File: config.mk
export PLATFORM = sky130hd
export DESIGN_NAME = keyed_tone_controller
export DESIGN_NICKNAME = d
export VERILOG_FILES = /design/src/hw/rtl/ktc_pkg.sv /design/src/hw/rtl/ktc_stack.sv /design/src/hw/rtl/ktc_engine.sv /design/src/hw/rtl/keyed_tone_controller.sv
export VERILOG_INCLUDE_DIRS = /design/src /design/src/hw/rtl
export SDC_FILE = /design/constraint.sdc
export NUM_CORES = 1
export LEC_CHECK = 0
export BUFFER_PORTS_ARGS = -buffer_cell sky130_fd_sc_hd__buf_2
export CORE_UTILIZATION = 45
export DETAILED_ROUTE_END_ITERATION = 6
export PLACE_DENSITY = 0.77
export RECOVER_POWER = 25
export SETUP_SLACK_MARGIN = 0.4
export SLEW_MARGIN = 0
export SYNTH_ARGS = -nofsm -noshare
export SYNTH_HDL_FRONTEND = slang
export SYNTH_HIERARCHICAL = 1
export SYNTH_SLANG_ARGS = --single-unit
File: constraint.sdc
create_clock -name clk -period 3.9 [get_ports clk]
set_input_delay 0.78 -clock clk [delete_from_list [all_inputs] [get_ports clk]]
set_output_delay 0.78 -clock clk [all_outputs]
set_load 0.02 [all_outputs]
File: src/hw/rtl/keyed_tone_controller_assert.svh
// Assertion macros for the keyed tone controller RTL.
// Needs clk and rst_n in the scope of each use.
`ifndef KEYED_TONE_CONTROLLER_ASSERT_SVH
`define KEYED_TONE_CONTROLLER_ASSERT_SVH

// same-cycle implication
`define KTC_ASSERT_NOW(label, ante, cons, msg) \
  label: assert property (@(posedge clk) disable iff (!rst_n) (ante) |-> (cons)) \
    else $error(msg);

// next-cycle implication
`define KTC_ASSERT_NEXT(label, ante, cons, msg) \
  label: assert property (@(posedge clk) disable iff (!rst_n) (ante) |=> (cons)) \
    else $error(msg);

`endif

File: src/hw/rtl/ktc_pkg.sv
// Shared types, constants and tone/melody tables for the keyed tone controller.
// No dependencies.
package ktc_pkg;

  localparam int STACK_DEPTH   = 8;
  localparam int MELODY_LENGTH = 10;

  localparam int STK_CNT_W = $clog2(STACK_DEPTH + 1);
  localparam int STK_PTR_W = (STACK_DEPTH > 1) ? $clog2(STACK_DEPTH) : 1;
  localparam int MEL_IDX_W = 4;
  localparam int MEL_CNT_W = MEL_IDX_W + 1;

  localparam logic [2:0]  NO_NOTE  = 3'd7;
  localparam logic [10:0] HOLD_MAX = 11'd2047;

  localparam logic MODE_TICK  = 1'b0;
  localparam logic MODE_PRESS = 1'b1;

  localparam logic [3:0] CFG_DEBOUNCE = 4'd0;
  localparam logic [3:0] CFG_END_GAP  = 4'd1;

  localparam logic [9:0]  DEBOUNCE_RST = 10'd10;
  localparam logic [11:0] END_GAP_RST  = 12'd500;

  typedef struct packed {
    logic       push;
    logic       pop;
    logic [2:0] key;
  } stk_cmd_t;

  typedef struct packed {
    logic       empty;
    logic [2:0] top;
  } stk_status_t;

  typedef struct packed {
    logic [14:0] compare;
    logic [15:0] period;
  } tone_t;

  function automatic logic [15:0] note_period(input logic [2:0] n);
    logic [15:0] p;
    case (n)
      3'd0:    p = 16'd17200;
      3'd1:    p = 16'd15323;
      3'd2:    p = 16'd13652;
      3'd3:    p = 16'd12886;
      3'd4:    p = 16'd11479;
      3'd5:    p = 16'd10228;
      3'd6:    p = 16'd9111;
      default: p = 16'd0;
    endcase
    return p;
  endfunction

  function automatic logic [2:0] tune_note(input logic [MEL_IDX_W-1:0] i);
    logic [2:0] n;
    case (i)
      4'd0, 4'd3, 4'd9, 4'd10, 4'd13: n = 3'd0;
      4'd1, 4'd11:                    n = 3'd5;
      4'd2, 4'd6, 4'd8, 4'd12:        n = 3'd3;
      4'd4, 4'd7, 4'd14:              n = 3'd1;
      4'd5, 4'd15:                    n = 3'd2;
      default:                        n = 3'd0;
    endcase
    return n;
  endfunction

  function automatic logic [11:0] tune_time(input logic [MEL_IDX_W-1:0] i);
    logic [11:0] t;
    case (i)
      4'd4, 4'd5, 4'd6, 4'd8, 4'd14, 4'd15: t = 12'd500;
      4'd9:                                 t = 12'd1500;
      default:                              t = 12'd1000;
    endcase
    return t;
  endfunction

endpackage

File: src/hw/rtl/ktc_stack.sv
// Bounded key stack: push on press beats, pop on debounced release.
// Depends on ktc_pkg and keyed_tone_controller_assert.svh.
`include "keyed_tone_controller_assert.svh"

module ktc_stack (
  input  logic                clk,
  input  logic                rst_n,
  input  ktc_pkg::stk_cmd_t   cmd,
  output ktc_pkg::stk_status_t status
);
  import ktc_pkg::*;

  logic [2:0]           stack_r [STACK_DEPTH];
  logic [STK_CNT_W-1:0] count_r;
  logic [STK_CNT_W-1:0] count_nxt;
  logic                 full;
  logic                 do_push;
  logic [STK_PTR_W-1:0] top_ptr;
  logic [STK_PTR_W-1:0] push_ptr;

  assign full     = (count_r == STK_CNT_W'(STACK_DEPTH));
  assign do_push  = cmd.push && (cmd.key != NO_NOTE) && !full;
  assign top_ptr  = STK_PTR_W'(count_r - 1'b1);
  assign push_ptr = STK_PTR_W'(count_r);

  always_comb begin
    count_nxt = count_r;
    if (do_push) begin
      count_nxt = count_r + 1'b1;
    end else if (cmd.pop && count_r != '0) begin
      count_nxt = count_r - 1'b1;
    end
  end

  always_ff @(posedge clk) begin
    if (!rst_n) begin
      count_r <= '0;
    end else begin
      count_r <= count_nxt;
    end
  end

  always_ff @(posedge clk) begin
    if (do_push) begin
      stack_r[push_ptr] <= cmd.key;
    end
  end

  assign status.empty = (count_r == '0);
  assign status.top   = stack_r[top_ptr];

  `KTC_ASSERT_NOW(a_count_bound, 1'b1, count_r <= STK_CNT_W'(STACK_DEPTH),
    "key stack count exceeds depth")
  `KTC_ASSERT_NEXT(a_push_grows, do_push, count_r == $past(count_r) + 1'b1,
    "push did not grow the key stack")

endmodule

File: src/hw/rtl/ktc_engine.sv
// Tick engine: melody sequencer, key debounce and tone period/compare registers.
// Depends on ktc_pkg.
module ktc_engine (
  input  logic                 clk,
  input  logic                 rst_n,
  input  logic                 tick,
  input  logic [6:0]           key_levels,
  input  logic                 tune_select,
  input  logic [9:0]           debounce_ticks,
  input  logic [11:0]          end_gap_ticks,
  input  ktc_pkg::stk_status_t stk,
  output logic                 pop,
  output ktc_pkg::tone_t       tone
);
  import ktc_pkg::*;

  logic [2:0]           cur_note_r,  cur_note_nxt;
  logic                 stable_r,    stable_nxt;
  logic [10:0]          hold_r,      hold_nxt;
  logic [MEL_IDX_W-1:0] mel_idx_r,   mel_idx_nxt;
  logic [11:0]          mel_rem_r,   mel_rem_nxt;
  logic                 mel_gap_r,   mel_gap_nxt;
  logic [15:0]          period_r,    period_nxt;
  logic [14:0]          compare_r,   compare_nxt;

  logic [10:0]          hold_inc;
  logic [11:0]          rem_a;
  logic [11:0]          rem_b;
  logic                 gap_a;
  logic [MEL_CNT_W-1:0] idx_inc;
  logic [7:0]           levels_ext;
  logic                 released;
  logic [15:0]          per_sel;

  assign hold_inc   = (hold_r == HOLD_MAX) ? hold_r : hold_r + 1'b1;
  assign levels_ext = {1'b0, key_levels};
  assign released   = levels_ext[stk.top];
  assign idx_inc    = {1'b0, mel_idx_r} + 1'b1;

  always_comb begin
    cur_note_nxt = cur_note_r;
    stable_nxt   = stable_r;
    hold_nxt     = hold_r;
    mel_idx_nxt  = mel_idx_r;
    mel_rem_nxt  = mel_rem_r;
    mel_gap_nxt  = mel_gap_r;
    period_nxt   = period_r;
    compare_nxt  = compare_r;
    pop          = 1'b0;
    rem_a        = mel_rem_r;
    gap_a        = mel_gap_r;
    rem_b        = '0;
    per_sel      = '0;
    if (tick) begin
      hold_nxt = hold_inc;
      if (tune_select || mel_rem_r != '0) begin
        if (mel_rem_r == '0) begin
          per_sel     = note_period(tune_note(mel_idx_r));
          period_nxt  = per_sel;
          compare_nxt = per_sel[15:1];
          rem_a       = tune_time(mel_idx_r);
          gap_a       = 1'b0;
        end
        rem_b       = rem_a - 1'b1;
        mel_rem_nxt = rem_b;
        mel_gap_nxt = gap_a;
        if (rem_b == '0) begin
          if (gap_a) begin
            mel_gap_nxt = 1'b0;
          end else if (idx_inc >= MEL_CNT_W'(MELODY_LENGTH)) begin
            mel_idx_nxt = '0;
            compare_nxt = '0;
            mel_rem_nxt = end_gap_ticks;
            mel_gap_nxt = (end_gap_ticks != '0);
          end else begin
            mel_idx_nxt = idx_inc[MEL_IDX_W-1:0];
          end
        end
      end else begin
        compare_nxt = '0;
        if (!stk.empty) begin
          if (cur_note_r != stk.top) begin
            hold_nxt     = '0;
            cur_note_nxt = stk.top;
            stable_nxt   = 1'b0;
          end else if (stable_r && released) begin
            pop = 1'b1;
          end else if (hold_inc > {1'b0, debounce_ticks}) begin
            if (released) begin
              pop = 1'b1;
            end else begin
              stable_nxt  = 1'b1;
              per_sel     = note_period(cur_note_r);
              period_nxt  = per_sel;
              compare_nxt = per_sel[15:1];
            end
          end
        end
      end
    end
  end

  always_ff @(posedge clk) begin
    if (!rst_n) begin
      cur_note_r <= NO_NOTE;
      stable_r   <= 1'b0;
      hold_r     <= '0;
      mel_idx_r  <= '0;
      mel_rem_r  <= '0;
      mel_gap_r  <= 1'b0;
      period_r   <= '0;
      compare_r  <= '0;
    end else begin
      cur_note_r <= cur_note_nxt;
      stable_r   <= stable_nxt;
      hold_r     <= hold_nxt;
      mel_idx_r  <= mel_idx_nxt;
      mel_rem_r  <= mel_rem_nxt;
      mel_gap_r  <= mel_gap_nxt;
      period_r   <= period_nxt;
      compare_r  <= compare_nxt;
    end
  end

  assign tone.period  = period_r;
  assign tone.compare = compare_r;

endmodule

File: src/hw/rtl/keyed_tone_controller.sv
// Keyed tone controller top level: stream ports, config registers, result handshake.
// Depends on ktc_pkg, ktc_stack, ktc_engine and keyed_tone_controller_assert.svh.
//
// One input beat is taken per clock unless stalled. A press beat (tuser = 1) pushes its
// key and gives no output beat; a tick beat (tuser = 0) gives exactly one output beat next
// cycle, holding the tone period and compare values after that tick. The engine's tone
// registers are the result register, so a new beat is taken whenever the output is empty
// or is taken in the same cycle; a stall on the output side stalls the input. No clearing
// pass after reset. Configuration writes are always accepted; unknown indexes are ignored.
`include "keyed_tone_controller_assert.svh"

module keyed_tone_controller (
  input  logic        clk,
  input  logic        rst_n,
  input  logic        in_tvalid,
  output logic        in_tready,
  input  logic [15:0] in_tdata,   // key[2:0], key_levels[9:3], tune_select[10], zero pad
  input  logic        in_tuser,   // mode: 0 tick, 1 key press
  output logic        out_tvalid,
  input  logic        out_tready,
  output logic [31:0] out_tdata,  // period[15:0], compare[30:16], zero pad
  input  logic        cfg_valid,
  output logic        cfg_ready,
  input  logic [3:0]  cfg_addr,
  input  logic [11:0] cfg_data
);
  import ktc_pkg::*;

  logic        out_valid_r, out_valid_nxt;
  logic [9:0]  debounce_r;
  logic [11:0] end_gap_r;
  logic        in_beat;
  logic        tick;
  logic        pop;
  stk_cmd_t    stk_cmd;
  stk_status_t stk_status;
  tone_t       tone;

  assign cfg_ready = 1'b1;
  assign in_tready = !out_valid_r || out_tready;
  assign in_beat   = in_tvalid && in_tready;
  assign tick      = in_beat && (in_tuser == MODE_TICK);

  always_ff @(posedge clk) begin
    if (!rst_n) begin
      debounce_r <= DEBOUNCE_RST;
      end_gap_r  <= END_GAP_RST;
    end else if (cfg_valid) begin
      case (cfg_addr)
        CFG_DEBOUNCE: debounce_r <= cfg_data[9:0];
        CFG_END_GAP:  end_gap_r  <= cfg_data;
        default:      ;
      endcase
    end
  end

  assign stk_cmd.push = in_beat && (in_tuser == MODE_PRESS);
  assign stk_cmd.pop  = pop;
  assign stk_cmd.key  = in_tdata[2:0];

  ktc_stack u_stack (
    .clk    (clk),
    .rst_n  (rst_n),
    .cmd    (stk_cmd),
    .status (stk_status)
  );

  ktc_engine u_engine (
    .clk            (clk),
    .rst_n          (rst_n),
    .tick           (tick),
    .key_levels     (in_tdata[9:3]),
    .tune_select    (in_tdata[10]),
    .debounce_ticks (debounce_r),
    .end_gap_ticks  (end_gap_r),
    .stk            (stk_status),
    .pop            (pop),
    .tone           (tone)
  );

  always_comb begin
    out_valid_nxt = out_valid_r;
    if (in_tready) begin
      out_valid_nxt = tick;
    end
  end

  always_ff @(posedge clk) begin
    if (!rst_n) begin
      out_valid_r <= 1'b0;
    end else begin
      out_valid_r <= out_valid_nxt;
    end
  end

  assign out_tvalid = out_valid_r;
  assign out_tdata  = {1'b0, tone.compare, tone.period};

  `KTC_ASSERT_NEXT(a_tick_gives_beat, tick, out_tvalid, "tick beat gave no output beat")
  `KTC_ASSERT_NEXT(a_press_no_beat, in_beat && (in_tuser == MODE_PRESS), !out_tvalid,
    "press beat gave an output beat")
  `KTC_ASSERT_NOW(a_half_duty, out_tvalid,
    (tone.compare == '0) || (tone.compare == tone.period[15:1]),
    "compare is neither silent nor half the period")

endmodule

==> results.txt <==
The layout-stage area growth over the synthesis result is 20.7%. The max-capacitance violation count is 1. The peak supply drop came out at 0.000326 V. The category of the most critical setup path is reg -> reg. The worst register-to-register path has a setup slack of 400 ps. The number of DRC violations after detailed routing came out at 0.

The count of hold-fix buffers inserted at cts is 0. Measured in cells, the most critical reg-to-reg path has a length of 12. The clock period minus worst slack came out at 3500 ps. The count of routing violations after the opening detailed-route iteration is 475. The total number of clock tree sinks is 116.

Sorting the synthesized cells by area gives the leading types as sky130_fd_sc_hd__dfxtp_1 28%, sky130_fd_sc_hd__edfxtp_1 11%, sky130_fd_sc_hd__nand2_1 5.5%. The clock group share of total power came out at 49.1%. The HPWL after detailed placement is 10.9 mm. The synthesized area came out at 6570 µm². In this design, the stage delay of the slowest critical-path cell is 520 ps. The clock passes through at most 2 buffers. The horizontal die dimension is 123 µm.

The post-layout instance count excluding filler cells came out at 996. The wire length per cell came out at 15.6 µm. With fillers left out, the area of the finished cells amounts to 7930 µm². The ratio of total power to cell area is 433 nW/µm². Internal power comes to 2.57 mW. Counting distinct cell types in the post-synthesis netlist gives 79. Summing all placed instances gives a cell area of 7060 µm². The critical path launch point type is a register. The worst pin sits at a relative slew slack of -6.89%. Combinational logic burns 13.7% of the power.

The flow ran to the end, but the final reports show violations. The data arrival time of the critical path is 3800 ps. The remaining global-route overflow came out at 0. Summed over its instances, the top area cell type makes up 28.0% of the synthesized netlist area. The share of synthesized area occupied by flip-flops and latches is 39.0%. The die is 123 µm tall.

Among all stages on the critical path, the largest delay is contributed by sky130_fd_sc_hd__or4b_4. The die area came out at 15100 µm². The core region is 14000 µm². The number of antenna diodes in the final layout is 0. The checks that failed: max-capacitance violations, max-slew violations.

Setup repair after global routing could not meet its margin everywhere. The largest total area in the synthesized netlist belongs to sky130_fd_sc_hd__dfxtp_1. The highest net fanout along the worst path is 4. The via total after detailed routing is 5577. The total power after layout is 3.43 mW. In this run the critical register-to-register path is launched from u_engine/mel_rem_r[0]$_SDFFE_PN0P_.

The clock insertion delay at the later pin of the skew report came out at 420 ps. The synthesis warning total came out at 6. The final critical-path setup slack is 402 ps. The number of nets in the layout came out at 868.

The worst hold margin is 454 ps. The I/O pin count came out at 73. The final-report max-slew violation count came out at 42. The flip-flop and latch count after synthesis is 116.

The number of CTS-inserted buffers came out at 17. Across every metal layer, demand over resource in global routing totals 21.2%. The post-detailed-routing wire length came out at 15.5 mm. The final cycle utilization of the critical path is 89.7%.

Yosys mapped a number of flops with a built-in enable equal to 24. The final RePlAce weighted congestion came out at 0.869. The post-layout utilization of the core came out at 56.5%. The first-pass GRT wire length is 24.6 mm. The power share of the sequential group is 37.3%. The number of search-and-repair iterations in the first detailed-routing pass is 5. TritonCTS built the clock tree. The sort of element at the end of the critical path is a register. Entering global routing, the biggest net connects 42 pins. The standby leakage power came out at 3.18 nW. The worst endpoint required time is 4200 ps. Traced cell by cell, the critical path runs through inv_4, ha_4, or4b_4, or4b_4, a32oi_4, nand4_2, nor4b_4, mux2_4, nand2b_4, ha_4, xor2_2, mux2i_1. The pin slew with the least headroom to its limit is 1600 ps. The highest clock frequency the design can meet came out at 286 MHz.

The switching power as a share of total power came out at 25.1%. The cell sitting at the root of the clock tree is a sky130_fd_sc_hd__clkbuf_16. The initial antenna violation count came out at 0. The count of port buffers added during placement came out at 64. The final clock skew is 5.55 ps.

The synthesized netlist net count came out at 801. The maximum level of the CTS H-tree came out at 4. The min-delay analysis places its worst path in the category reg -> reg. The number of instances in the synthesized netlist came out at 736. The number of hold violations in the final report came out at 0.

The via count of the first global-routing pass is 5125. The share of post-route cells with drive strength above 1 is 23.8%. In this run the core area contains 43 standard-cell rows.

Summed over all nets, the switching power comes to 0.860 mW. The detail-routed via count per cell is 5.60. The clock-pin transition on the worst setup and hold timing paths came out at 60 ps. The initial core utilization is 46.8%. The number of antenna-violating nets in the routed design is 0. sky130_fd_sc_hd__nand2_1 is the most common cell in the netlist. The number of endpoints failing setup at the final stage came out at 0. The worst setup timing slack at the placement stage is 116 ps. The async set-or-reset flop fraction in the synthesized netlist came out at 0%. For this run, the leading register cell type out of synthesis is sky130_fd_sc_hd__dfxtp_1. For the final routed database, the setup TNS stands at 0 ps. The cell total after placement came out at 956. The launching element of the worst setup path is u_engine/mel_rem_r[0]$_SDFFE_PN0P_. Ranked by instance count, the synthesized netlist is headed by 96 x sky130_fd_sc_hd__nand2_1, 92 x sky130_fd_sc_hd__dfxtp_1, 57 x sky130_fd_sc_hd__nor2_1, 46 x sky130_fd_sc_hd__a21oi_1, 42 x sky130_fd_sc_hd__inv_1. The mean cell area of the mapped netlist came out at 8.93 µm².
==> what timing repair did <==
action / 4_1_cts / 5_1_grt
setup endpoints to repair: 23 / 41
gates cloned: 0 / 0
pin swaps: 5 / 12
resized for setup: 19 / 30
setup buffers: 1 / 7
==> metal layers <==
metal	vias to the layer above	part of all wire (%)	track usage [%]
li1	2760	-	-
met1	2653	47	27.3
met2	147	47	34.2
met3	17	4.3	5.58
met4	0	1.3	7.09
met5	-	0	0
==> flip-flops by register name, summed over array words and instances (netlist names), named ones only <==
name	cells
debounce_r	10
end_gap_r	12
out_tvalid	1
u_engine/compare_r	15
u_engine/cur_note_r	3
u_engine/hold_r	11
u_engine/mel_gap_r	1
u_engine/mel_idx_r	4
u_engine/mel_rem_r	12
u_engine/period_r	15
u_engine/stable_r	1
u_stack/count_r	4
u_stack/stack_r	24
==> critical path, delay by kind of cell (launching register included) <==
kind                     cells  cell delay [ps]
AO/OA/AOI/OAI                1              220
XOR/XNOR                     1              150
AND/OR/NAND/NOR              5             1700
buffers and inverters        1               70
adder cells (fa/ha/maj)      2              450
flip-flops                   1              370
multiplexers                 2              420
==> worst min-delay path by stage <==
stage	slack, ps	startpoint	cells past startpoint	endpoint
after floorplan	430	debounce_r[2]$_SDFFE_PN0P_	2	debounce_r[2]$_SDFFE_PN0P_
after detailed placement	440	u_engine/compare_r[14]$_SDFFE_PN0P_	1	u_engine/compare_r[14]$_SDFFE_PN0P_
final	450	u_engine/compare_r[7]$_SDFFE_PN0P_	1	u_engine/compare_r[7]$_SDFFE_PN0P_
after global placement	440	u_engine/compare_r[14]$_SDFFE_PN0P_	1	u_engine/compare_r[14]$_SDFFE_PN0P_
after CTS	460	u_engine/compare_r[14]$_SDFFE_PN0P_	1	u_engine/compare_r[14]$_SDFFE_PN0P_
after global routing	480	u_engine/compare_r[3]$_SDFFE_PN0P_	1	u_engine/compare_r[3]$_SDFFE_PN0P_
==> placed cells by master, fill, tap and decap left out, drive strengths merged, types with 4 or more instances in the layout <==
cell	netlist	routed
nand2	96	96
dfxtp	92	92
buf	17	80
nor2	57	57
a21oi	46	46
inv	42	43
nand3	34	34
o21ai	32	32
clkbuf	27	31
mux2i	30	30
ha	27	27
edfxtp	24	24
o211ai	18	18
nand2b	12	12
nor3	11	11
xnor2	11	11
a31oi	11	11
nor2b	9	9
and3	9	9
a211oi	8	8
o21a	8	8
mux4	7	7
or3	7	7
xor2	7	7
and2	7	7
a221o	6	6
nand4	6	6
nor4	6	6
mux2	6	6
bufinv	0	5
a21bo	5	5
clkinv	1	5
o31ai	4	4
or4	4	4
nor4b	4	4
==> power by group through the flow <==
stage                     Combinational [mW]  Clock [mW]  Sequential (mW)
after floorplan                        0.353           0             1.30
after global routing                   0.511        1.76             1.28
after CTS                              0.450        1.71             1.28
after global placement                 0.434           0             1.30
after detailed placement               0.441           0             1.30
final                                  0.469        1.68             1.28
==> layout make-up <==
class,instances,area [µm²]
fillers,1239,6110
repair buffers,92,517
well taps,180,225
flip-flops and latches,116,2580
multi-input cells,533,3810
clock inverters,13,205
clock buffers,19,433
inverters,43,164
==> kinds of logic after synthesis <==
| group | share of synthesized area, % |
|---|---|
| compound gates | 17.1 |
| xor+xnor | 2.40 |
| fa+ha+maj | 5.14 |
| buf+inv | 6.23 |
| flops | 39.0 |
| mux | 8.11 |
| other cells | 0.171 |
| simple gates | 21.8 |
No activity file was read; power rests on OpenSTA's default activity.
